--- config.mk ---
export PLATFORM = sky130hd
export DESIGN_NAME = pedal_sample_median_conditioner_unit
export DESIGN_NICKNAME = d
export VERILOG_FILES = /design/src/rtl/core/psmc_pkg.sv /design/src/rtl/core/psmc_cond.sv /design/src/rtl/core/psmc_median.sv /design/src/rtl/core/pedal_sample_median_conditioner_unit.sv
export SDC_FILE = /design/constraint.sdc
export NUM_CORES = 1
export LEC_CHECK = 0
export ABC_CLOCK_PERIOD_IN_PS = 8800
export BUFFER_PORTS_ARGS = -buffer_cell sky130_fd_sc_hd__buf_2
export CAP_MARGIN = 20
export CORE_ASPECT_RATIO = 0.75
export CORE_MARGIN = 4
export CORE_UTILIZATION = 45
export DETAILED_ROUTE_END_ITERATION = 6
export SYNTH_ARGS = -nofsm -noshare
export SYNTH_HDL_FRONTEND = slang
export SYNTH_HIERARCHICAL = 1
export SYNTH_SLANG_ARGS = --single-unit
--- constraint.sdc ---
create_clock -name clk_i -period 8.8 [get_ports clk_i]
set_input_delay 0.44 -clock clk_i [delete_from_list [all_inputs] [get_ports clk_i]]
set_output_delay 0.44 -clock clk_i [all_outputs]
set_load 0.03 [all_outputs]
--- src/rtl/core/psmc_pkg.sv ---
// ----------------------------------------------------------------------------
// psmc_pkg
// Shared types and constants for the pedal sample median conditioner.
// ----------------------------------------------------------------------------
package psmc_pkg;

  localparam int unsigned SAMPLE_W     = 12;
  localparam int unsigned GAIN_W       = 8;
  localparam int unsigned VAL_W        = 7;
  localparam int unsigned PROD_W       = SAMPLE_W + GAIN_W;
  localparam int unsigned BIT_W        = $clog2(VAL_W);

  localparam int unsigned RING_DEPTH   = 32;
  localparam int unsigned RING_AW      = $clog2(RING_DEPTH);
  localparam int unsigned CNT_W        = $clog2(RING_DEPTH + 1);
  localparam int unsigned HALF         = RING_DEPTH / 2;
  localparam int unsigned RANK_LO      = RING_DEPTH - 1 - HALF;
  localparam int unsigned RANK_HI      = HALF;

  localparam int unsigned CHANGE_LIMIT = 100;
  localparam int unsigned CHG_W        = $clog2(CHANGE_LIMIT + 1);

  localparam int unsigned CFG_IDX_W    = 2;
  localparam int unsigned CFG_DATA_W   = 12;

  localparam logic [VAL_W-1:0] VAL_MAX = VAL_W'(127);

  typedef enum logic [CFG_IDX_W-1:0] {
    REG_OFFSET    = 2'd0,
    REG_GAIN      = 2'd1,
    REG_INVERT    = 2'd2,
    REG_REPORT_EN = 2'd3
  } cfg_reg_e;

  typedef struct packed {
    logic             start;
    logic [VAL_W-1:0] value;
  } med_ctrl_t;

  typedef struct packed {
    logic             done;
    logic [VAL_W-1:0] median;
  } med_stat_t;

endpackage

--- src/rtl/core/psmc_cond.sv ---
// ----------------------------------------------------------------------------
// psmc_cond
// Offset removal, gain, saturation and optional inversion of one sample.
// ----------------------------------------------------------------------------
module psmc_cond
  import psmc_pkg::*;
(
  input  logic                clk_i,
  input  logic                en_i,
  input  logic [SAMPLE_W-1:0] sample_i,
  input  logic [SAMPLE_W-1:0] offset_i,
  input  logic [GAIN_W-1:0]   gain_i,
  input  logic                invert_i,
  output logic [VAL_W-1:0]    value_o
);

  logic [SAMPLE_W-1:0] diff;
  logic [PROD_W-1:0]   prod;
  logic [VAL_W-1:0]    sat;
  logic [VAL_W-1:0]    value_d;
  logic [VAL_W-1:0]    value_q;

  always_comb begin
    diff    = (sample_i > offset_i) ? (sample_i - offset_i) : '0;
    prod    = PROD_W'(diff) * PROD_W'(gain_i);
    sat     = (prod > PROD_W'(VAL_MAX)) ? VAL_MAX : prod[VAL_W-1:0];
    value_d = invert_i ? (VAL_MAX - sat) : sat;
  end

  always_ff @(posedge clk_i) begin
    if (en_i) begin
      value_q <= value_d;
    end
  end

  assign value_o = value_q;

endmodule

--- src/rtl/core/psmc_median.sv ---
// ----------------------------------------------------------------------------
// psmc_median
// Sample ring and median search: a bit-serial rank select for the two middle
// order statistics, then a scan for the first ring entry between them.
// ----------------------------------------------------------------------------
module psmc_median
  import psmc_pkg::*;
(
  input  logic      clk_i,
  input  logic      rst_ni,
  input  med_ctrl_t ctrl_i,
  output med_stat_t stat_o
);

  typedef enum logic [1:0] {
    ST_IDLE,
    ST_COUNT,
    ST_SCAN
  } state_e;

  state_e             state_q;
  logic [VAL_W-1:0]   ring_q [RING_DEPTH];
  logic [RING_AW-1:0] slot_q;
  logic [RING_AW-1:0] idx_q;
  logic [BIT_W-1:0]   bit_q;
  logic [VAL_W-1:0]   pfx_lo_q;
  logic [VAL_W-1:0]   pfx_hi_q;
  logic [CNT_W-1:0]   rank_lo_q;
  logic [CNT_W-1:0]   rank_hi_q;
  logic [CNT_W-1:0]   cnt_lo_q;
  logic [CNT_W-1:0]   cnt_hi_q;
  logic               done_q;
  logic [VAL_W-1:0]   median_q;

  logic [VAL_W-1:0]   elem;
  logic [VAL_W-1:0]   bit_oh;
  logic [VAL_W-1:0]   up_mask;
  logic               match_lo;
  logic               match_hi;
  logic [CNT_W-1:0]   tot_lo;
  logic [CNT_W-1:0]   tot_hi;
  logic               in_range;
  logic               last_idx;

  always_comb begin
    elem     = ring_q[idx_q];
    bit_oh   = VAL_W'(1) << bit_q;
    up_mask  = ~((bit_oh << 1) - VAL_W'(1));
    match_lo = ((elem & up_mask) == (pfx_lo_q & up_mask)) && !elem[bit_q];
    match_hi = ((elem & up_mask) == (pfx_hi_q & up_mask)) && !elem[bit_q];
    tot_lo   = cnt_lo_q + CNT_W'(match_lo);
    tot_hi   = cnt_hi_q + CNT_W'(match_hi);
    in_range = (elem >= pfx_lo_q) && (elem <= pfx_hi_q);
    last_idx = (idx_q == RING_AW'(RING_DEPTH - 1));
  end

  always_ff @(posedge clk_i or negedge rst_ni) begin
    if (!rst_ni) begin
      state_q   <= ST_IDLE;
      for (int i = 0; i < RING_DEPTH; i++) begin
        ring_q[i] <= '0;
      end
      slot_q    <= '0;
      idx_q     <= '0;
      bit_q     <= '0;
      pfx_lo_q  <= '0;
      pfx_hi_q  <= '0;
      rank_lo_q <= '0;
      rank_hi_q <= '0;
      cnt_lo_q  <= '0;
      cnt_hi_q  <= '0;
      done_q    <= 1'b0;
      median_q  <= '0;
    end else begin
      done_q <= 1'b0;
      case (state_q)
        ST_IDLE: begin
          if (ctrl_i.start) begin
            ring_q[slot_q] <= ctrl_i.value;
            slot_q    <= (slot_q == RING_AW'(RING_DEPTH - 1)) ? '0 : slot_q + 1'b1;
            idx_q     <= '0;
            bit_q     <= BIT_W'(VAL_W - 1);
            pfx_lo_q  <= '0;
            pfx_hi_q  <= '0;
            rank_lo_q <= CNT_W'(RANK_LO);
            rank_hi_q <= CNT_W'(RANK_HI);
            cnt_lo_q  <= '0;
            cnt_hi_q  <= '0;
            state_q   <= ST_COUNT;
          end
        end
        ST_COUNT: begin
          if (last_idx) begin
            if (rank_lo_q >= tot_lo) begin
              pfx_lo_q  <= pfx_lo_q | bit_oh;
              rank_lo_q <= rank_lo_q - tot_lo;
            end
            if (rank_hi_q >= tot_hi) begin
              pfx_hi_q  <= pfx_hi_q | bit_oh;
              rank_hi_q <= rank_hi_q - tot_hi;
            end
            cnt_lo_q <= '0;
            cnt_hi_q <= '0;
            idx_q    <= '0;
            if (bit_q == '0) begin
              state_q <= ST_SCAN;
            end else begin
              bit_q <= bit_q - 1'b1;
            end
          end else begin
            cnt_lo_q <= tot_lo;
            cnt_hi_q <= tot_hi;
            idx_q    <= idx_q + 1'b1;
          end
        end
        ST_SCAN: begin
          if (in_range || last_idx) begin
            median_q <= in_range ? elem : '0;
            done_q   <= 1'b1;
            state_q  <= ST_IDLE;
          end else begin
            idx_q <= idx_q + 1'b1;
          end
        end
        default: begin
          state_q <= ST_IDLE;
        end
      endcase
    end
  end

  assign stat_o.done   = done_q;
  assign stat_o.median = median_q;

endmodule

--- src/rtl/core/pedal_sample_median_conditioner_unit.sv ---
// ----------------------------------------------------------------------------
// pedal_sample_median_conditioner_unit
// Conditions pedal converter samples, filters them with a 32-entry running
// median and flags decimated changes of the filtered value.
//
//   channel  direction  handshake                 payload
//   in       sink       in_valid_i / in_ready_o   sample_i
//   out      source     out_valid_o / out_ready_i filtered_o, report_o
//   cfg      sink       cfg_we_i                  cfg_idx_i, cfg_wdata_i
//
// After acceptance a transaction passes through conditioning, seven counting
// passes over the ring, one per value bit, for both middle ranks together,
// a scan that stops at the first entry between the two middle ranks, and
// the handoff to the output register. The input is ready again in the cycle
// after the result is loaded.
// Reset clears the ring, history, counter and control registers at once; the conditioned-sample register has no reset.
// The input is taken again while a finished result waits on out; a result
// stalls in the sequencer until the output register is free.
// ----------------------------------------------------------------------------
module pedal_sample_median_conditioner_unit
  import psmc_pkg::*;
(
  input  logic                  clk_i,
  input  logic                  rst_ni,
  input  logic                  in_valid_i,
  output logic                  in_ready_o,
  input  logic [SAMPLE_W-1:0]   sample_i,
  output logic                  out_valid_o,
  input  logic                  out_ready_i,
  output logic [VAL_W-1:0]      filtered_o,
  output logic                  report_o,
  input  logic                  cfg_we_i,
  input  logic [CFG_IDX_W-1:0]  cfg_idx_i,
  input  logic [CFG_DATA_W-1:0] cfg_wdata_i
);

  typedef enum logic [2:0] {
    ST_IDLE,
    ST_COND,
    ST_START,
    ST_WAIT,
    ST_OUT
  } state_e;

  state_e             state_q;
  logic [SAMPLE_W-1:0] offset_q;
  logic [GAIN_W-1:0]  gain_q;
  logic               invert_q;
  logic               report_en_q;
  logic [VAL_W-1:0]   hist0_q;
  logic [VAL_W-1:0]   hist1_q;
  logic [CHG_W-1:0]   chg_cnt_q;
  logic [VAL_W-1:0]   res_val_q;
  logic               res_rep_q;
  logic               out_valid_q;
  logic [VAL_W-1:0]   out_val_q;
  logic               out_rep_q;

  logic               in_acc;
  logic [VAL_W-1:0]   cond_val;
  med_ctrl_t          med_ctrl;
  med_stat_t          med_stat;
  logic               qualify;
  logic               at_limit;

  assign in_ready_o = (state_q == ST_IDLE);
  assign in_acc     = in_valid_i && in_ready_o;

  psmc_cond u_cond (
    .clk_i    (clk_i),
    .en_i     (in_acc),
    .sample_i (sample_i),
    .offset_i (offset_q),
    .gain_i   (gain_q),
    .invert_i (invert_q),
    .value_o  (cond_val)
  );

  assign med_ctrl.start = (state_q == ST_START);
  assign med_ctrl.value = cond_val;

  psmc_median u_median (
    .clk_i  (clk_i),
    .rst_ni (rst_ni),
    .ctrl_i (med_ctrl),
    .stat_o (med_stat)
  );

  assign qualify  = report_en_q && (med_stat.median != hist0_q)
                    && (med_stat.median != hist1_q);
  assign at_limit = (chg_cnt_q == CHG_W'(CHANGE_LIMIT));

  always_ff @(posedge clk_i or negedge rst_ni) begin
    if (!rst_ni) begin
      offset_q    <= '0;
      gain_q      <= GAIN_W'(1);
      invert_q    <= 1'b0;
      report_en_q <= 1'b0;
    end else if (cfg_we_i) begin
      case (cfg_idx_i)
        REG_OFFSET:    offset_q    <= cfg_wdata_i[SAMPLE_W-1:0];
        REG_GAIN:      gain_q      <= cfg_wdata_i[GAIN_W-1:0];
        REG_INVERT:    invert_q    <= cfg_wdata_i[0];
        REG_REPORT_EN: report_en_q <= cfg_wdata_i[0];
        default: begin
        end
      endcase
    end
  end

  always_ff @(posedge clk_i or negedge rst_ni) begin
    if (!rst_ni) begin
      state_q     <= ST_IDLE;
      hist0_q     <= '0;
      hist1_q     <= '0;
      chg_cnt_q   <= '0;
      res_val_q   <= '0;
      res_rep_q   <= 1'b0;
      out_valid_q <= 1'b0;
      out_val_q   <= '0;
      out_rep_q   <= 1'b0;
    end else begin
      if (out_valid_q && out_ready_i && (state_q != ST_OUT)) begin
        out_valid_q <= 1'b0;
      end
      case (state_q)
        ST_IDLE: begin
          if (in_acc) begin
            state_q <= ST_COND;
          end
        end
        ST_COND: begin
          state_q <= ST_START;
        end
        ST_START: begin
          state_q <= ST_WAIT;
        end
        ST_WAIT: begin
          if (med_stat.done) begin
            res_val_q <= med_stat.median;
            res_rep_q <= qualify && at_limit;
            if (qualify) begin
              if (at_limit) begin
                chg_cnt_q <= '0;
                hist1_q   <= hist0_q;
                hist0_q   <= med_stat.median;
              end else begin
                chg_cnt_q <= chg_cnt_q + 1'b1;
              end
            end
            state_q <= ST_OUT;
          end
        end
        ST_OUT: begin
          if (!out_valid_q || out_ready_i) begin
            out_valid_q <= 1'b1;
            out_val_q   <= res_val_q;
            out_rep_q   <= res_rep_q;
            state_q     <= ST_IDLE;
          end
        end
        default: begin
          state_q <= ST_IDLE;
        end
      endcase
    end
  end

  assign out_valid_o = out_valid_q;
  assign filtered_o  = out_val_q;
  assign report_o    = out_rep_q;

  a_done_in_wait : assert property (@(posedge clk_i) disable iff (!rst_ni)
    med_stat.done |-> (state_q == ST_WAIT))
    else $error("median done outside wait state");

  a_cnt_bound : assert property (@(posedge clk_i) disable iff (!rst_ni)
    chg_cnt_q <= CHG_W'(CHANGE_LIMIT))
    else $error("change counter beyond limit");

  a_busy_after_acc : assert property (@(posedge clk_i) disable iff (!rst_ni)
    in_acc |=> !in_ready_o)
    else $error("input ready while transaction in flight");

endmodule

Yosys cells after proc, flatten, opt, wreduce, memory -nomap -nowiden --
Cells that the tools add are included. W data, S select, Z words.
Storage, ports and cells: bits in read-only memories 0, input bits 31, bits in registers 355, bits in latches 0, RAM bits 0, output and inout bits 10, memories 0, logic and storage cells 210
Operators by class: divide/modulo/power cells 0, $lt $le $gt $ge 10, add/sub/neg operators 11, multipliers 1, mux-type cells 56, reductions and logical operators 37, shift-type cells 1, eq/ne operators 28, bitwise logic cells 8
Operator list (count):
- $bwmux W224 | 1
- $mux W7 | 12
- $mux W6 | 9
- $pmux W6 S2 | 4
- $bmux W7 S5 | 1
- $demux W7 S5 | 1
- $pmux W7 S2 | 2
- $and A7 B7 Y7 | 3
- $gt A20 B7 Y1 const B | 1
- $mul A12 B8 Y20 | 1
- $mux W5 | 4
- $reduce_and A4 Y1 | 5
- $mux W3 | 6
- $reduce_and A2 Y1 | 9
- $pmux W3 S5 | 1
- $pmux W5 S3 | 1
- $eq A7 B7 Y1 | 2
- $ne A2 B1 Y1 const B | 7
- $ne A7 B7 Y1 | 2
- $or A7 B7 Y7 | 2
- $add A6 B1 Y6 | 2
- $ge A6 B6 Y1 | 2
- $ge A6 B6 Y1 const B | 2
- $gt A12 B12 Y1 | 1
- other kinds (37) | 71

Depth between registers and ports, before layout --
word-level depth 13, gate-level depth with buffers 30, depth with buffers taken out 29

Modules after synthesis --
Netlist, hierarchy kept.
Modules (own cells, without submodules):
- psmc_median | area an instance 14371.3 µm², instances 1, sequential area each 7131.8 µm², cells each 1159
- psmc_cond | area an instance 4287.9 µm², instances 1, sequential area each 210.2 µm², cells each 514
- pedal_sample_median_conditioner_unit | area an instance 2733.9 µm², instances 1, sequential area each 1577.8 µm², cells each 205

Worst setup path before layout --
Ideal clock, no wire load.
kind input -> register, from in sample_i[0], to reg u_cond.value_q[6] (netlist: u_cond/value_o[6]) (data pin), stages 28, required time 8.530 ns, buffers on the path 1, slack 1.349 ns, arrival 7.181 ns, library setup time 0.270 ns, cell sequence inv_1 ha_1 inv_1 fa_1 a211oi_1 o21ai_0 a21oi_1 o21bai_1 a221o_1 o31ai_1 nor3_1 and2_1 fa_1 fa_1 fa_1 inv_1 fa_1 inv_1 ha_1 or2_1 a2bb2oi_1 o211ai_1 a2111oi_4 nand4_1 or4_1 buf_2 nor4_1 xnor2_1
On the way: word-level cells in the longest chain between the ends 7, elaborated cells on any way between the ends 8, those cells by class add/sub: 2; mul: 1; order compare: 2; mux: 3
Ends and longest elaborated chain:
- start: declaration | line pedal_sample_median_conditioner_unit.sv:27 | input logic [SAMPLE_W-1:0] sample_i,
- $sub A12 B12 Y12 / $gt A12 B12 Y1 (equally long branches) | line psmc_cond.sv:24 | diff = (sample_i > offset_i) ? (sample_i - offset_i) : '0;
- $mux W12 * | line psmc_cond.sv:24
- $mul A12 B8 Y20 * | line psmc_cond.sv:25 | prod = PROD_W'(diff) * PROD_W'(gain_i);
- $gt A20 B7 Y1 | line psmc_cond.sv:26 | sat = (prod > PROD_W'(VAL_MAX)) ? VAL_MAX : prod[VAL_W-1:0];
- $mux W7 * | line psmc_cond.sv:26
- $sub A7 B7 Y7 | line psmc_cond.sv:27 | value_d = invert_i ? (VAL_MAX - sat) : sat;
- $mux W7 * | line psmc_cond.sv:27
- via u_cond.value_d[6] | line psmc_cond.sv:20 | logic [VAL_W-1:0] value_d;
- end signal: assignment | line psmc_cond.sv:32 | value_q <= value_d;
- end: declaration | line psmc_cond.sv:21 | logic [VAL_W-1:0] value_q;
Mark *: on every way through the listed nets, which the timed path passes. The rest lies on a longest branch. A chain may end at the register's enable or synchronous reset.

Worst setup path in the final report --
from reg offset_q[0], to reg u_cond.value_q[3] (netlist: u_cond/value_o[3]) (data pin)
On the way: word-level cells in the longest chain between the ends 7, elaborated cells on any way between the ends 8, those cells by class add/sub: 2; mul: 1; order compare: 2; mux: 3
Ends and longest elaborated chain:
- start: declaration | line pedal_sample_median_conditioner_unit.sv:46 | logic [SAMPLE_W-1:0] offset_q;
- start signal: assignment | line pedal_sample_median_conditioner_unit.sv:101 | REG_OFFSET: offset_q <= cfg_wdata_i[SAMPLE_W-1:0];
- $sub A12 B12 Y12 / $gt A12 B12 Y1 (equally long branches) | line psmc_cond.sv:24
- $mux W12 * | line psmc_cond.sv:24
- $mul A12 B8 Y20 * | line psmc_cond.sv:25
- $gt A20 B7 Y1 | line psmc_cond.sv:26
- $mux W7 * | line psmc_cond.sv:26
- $sub A7 B7 Y7 | line psmc_cond.sv:27
- $mux W7 * | line psmc_cond.sv:27
- via u_cond.value_d[3] | line psmc_cond.sv:20
Marked as above.

==> metrics <==
P_leak roughly 11 nW; hold slack roughly 130 ps; HP Start cfg_wdata_i[8]; Via density between 5 and 6; cell count after synthesis approximately 1900; actual slew at the worst max-slew pin ~1000 ps; Seq/Total Area, Yosys 41.69%; initial drt markers between 900 and 1000; unrepaired setup endpoints after global routing false; critical path class reg2reg; PD cells a little over 300 nW/um^2; Tcrit/Tclk final 92.03%; Ys Warns 6; drc violations 0; pre-CTS setup slack around 280 ps; R2R depth 27; CTS tree yes; Final Wtd Congestion just under 0.9; Initial Util between 40 and 50%; VDD IR max 0.1723 mV; distinct cell type count after synthesis 80; Max Fanout on Critical Path 8; diodes inserted 0; Post-synth EDFFs 7; Worst Hold Class in2reg; DP HPWL about 36000 microns; final hold vios 0; R2R Setup Slk about 700 ps; Mapped Area between 20000 and 25000 sq um; final core area utilization around half; total power slightly above 7 mW; Post-DP Area ~22000 sq um; Final WS setup ~700 ps; first-pass GRT wire length 83300 microns; number of global-route vias before repair ~15000; Post-Route WL about 51000 microns; worst endpoint required time 9090 ps; Achievable Freq 0.1235 GHz; Yosys top cell area share a little over 40%; Syn Nets ~2100; fillers roughly 4100; commonest non-fill, non-tap cell in the layout dfrtp_1; Primary FF master, synth dfrtp_1; H-tree depth 2; Die Width around 260 microns; fin. max-slew vios 0; worst clock skew 26.77 ps; Layout Nets 2100; fraction of registers with async set/reset around 100%; Critical Path End Type flip-flop; maxcap violations 0; final antenna-violating net count 0; Arrival @ worst endpoint about 8400 ps; area occupied by multi-input gates about 12000 sq um; Buf/Inv on CP 4; latest clock arrival within the worst-skew pair ~550 ps; flops & latches, synth between 300 and 400; CTS root buf clkbuf_16; CP startpoint kind flip-flop; Cells after DPL 2489; layout cells sized above 1 between 20% and 30%; Setup TNS Final 0 ps; most frequent cells in the layout dfrtp_1, mux2_2, inv_1; status finished clean; largest net degree at the start of global routing around 110; DRT Pass-1 Iters 5; row count 68; Reg2Reg Launch Point offset_q[0]; Area contributors post-synth dfrtp_1, mux2_2, ha_1, fa_1, mux4_2; final setup fails 0; CTS Buf Count 38; post-route design area approximately 23000 sq um; normalized max-slew margin between 30% and 40%; via count 14390; worst hold path depth 2; Crit path top cell by count fa_1; Die Y slightly below 200 microns; initial antenna violation count 1; core area roughly 47000 sq um; All-Layer GR Usage roughly 20%; Final Non-Filler Cells approximately 2600; area grow syn2layout 9.744%; IO Port Bufs 40; slowest CP cell or4_1; crit-path max cell delay 650 ps; clock sink total about 360; R2R Path End u_cond/value_o[3]; WL per Instance just under 20 microns; post-synth top area cell dfrtp_1; # IOs 41; minimum clock period 8098 ps; clk slew on worst S/H paths approximately 60 ps; grt ovf 0; hold path endpoint offset_q[8]; Max clock buf depth 3; Top delay family on crit path adder cells; register area between 8000 and 9000 sq um; Die ar. about 51000 sq um; Synth Area per Inst approximately 11 sq um
==> registers in the layout, indices dropped and copies added, names as in the netlist, 2 cells and up <==
register and cells:
u_median/state_q 2, state_q 3, chg_cnt_q 7, hist1_q 7
filtered_o 7, u_median/pfx_hi_q 7, u_cond/value_o 7, offset_q 12
u_median/cnt_lo_q 6, hist0_q 7, u_median/pfx_lo_q 7, u_median/idx_q 5
u_median/bit_q 3, u_median/median_q 7, gain_q 8, u_median/rank_hi_q 6
u_median/rank_lo_q 6, u_median/ring_q 224, u_median/cnt_hi_q 6, u_median/slot_q 5
res_val_q 7
==> kinds of logic (layout without fill, tap and decap cells) <==
logic type | count (synthesis) | in the layout | synth area share, %
AOI/OAI and AO/OA | 252 | 252 | 8.007
xor gates and xnor gates | 64 | 64 | 2.620
adders and majority gates | 165 | 165 | 11.86
buffers and inverters | 238 | 290 | 4.568
DFF | 355 | 355 | 41.69
muxes | 362 | 362 | 20.38
and+or+nand+nor | 442 | 442 | 10.87
==> cells in the mapped netlist, types with 20 or more instances <==
master,number
and2_1,65
nand2_1,125
o21ai_0,53
a21o_1,20
mux4_2,30
and3_1,25
a21oi_1,52
clkbuf_1,55
nor2_1,65
nor3_1,20
fa_1,63
ha_1,102
mux2i_1,55
dfrtp_1,347
a22oi_1,22
inv_1,159
xnor2_1,51
mux2_2,276
nand3_1,43
==> area by class of cell <==
class	count	share of cell area [%]
clock inverters	16	0.7674
multi-input cells	1285	49.06
inverters	160	2.563
well taps	630	3.357
clock buffers	50	4.541
flip-flops and latches	355	38.01
repair buffers	64	1.695
==> worst max path at each step <==
stage | cells after the start | to | start
floorplan | 28 | u_cond/value_o[6] | sample_i[0]
global placement | 29 | u_cond/value_o[6] | sample_i[0]
detailed placement | 29 | u_cond/value_o[6] | sample_i[0]
CTS | 27 | u_cond/value_o[6] | offset_q[0]
global route | 27 | u_cond/value_o[3] | offset_q[0]
finish | 27 | u_cond/value_o[3] | offset_q[0]
==> metal layers <==
| layer | share of wire (%) | GRT usage (%) | up-vias |
|---|---|---|---|
| met4 | 1.4 | 3.636 | 0 |
| met2 | 42 | 29.14 | 295 |
| li1 | - | - | 6633 |
| met3 | 5.3 | 3.263 | 48 |
| met1 | 52 | 32.49 | 7412 |
| met5 | 0 | 0 | - |
==> where the power goes <==
group	switching, mW	leakage (nW)	internal [mW]
logic	2.08	5.68	1.48
registers	0.240	4.77	1.84
clock network	0.686	0.619	0.944
total	3.01	11.1	4.27
==> worst reg2reg max path: stages, from the launching register on <==
cell and delay [ps]:
dfrtp_1 370, ha_1 190, inv_1 60, fa_1 410, a211oi_1 340, o21ai_0 210
a21oi_1 190, o21bai_1 140, a221o_1 390, o31ai_1 170, clkbuf_2 300, nor2_1 170
and2_1 210, fa_1 510, fa_1 520, fa_1 540, inv_1 50, fa_1 530
inv_1 40, ha_1 380, a21oi_1 210, o21a_1 210, o211ai_1 140, a2111oi_4 290
nand4_1 130, or4_1 650, nor4_1 400, xnor2_1 100
==> timing repair <==
item | in CTS | in global routing
endpoints found under the hold margin | 11 | 0
resized for setup | 0 | 4
hold buffers | 1 | 0
setup buffers | 0 | 1
endpoints found under the setup margin | 0 | 7
(Power assumes the default switching activity.)
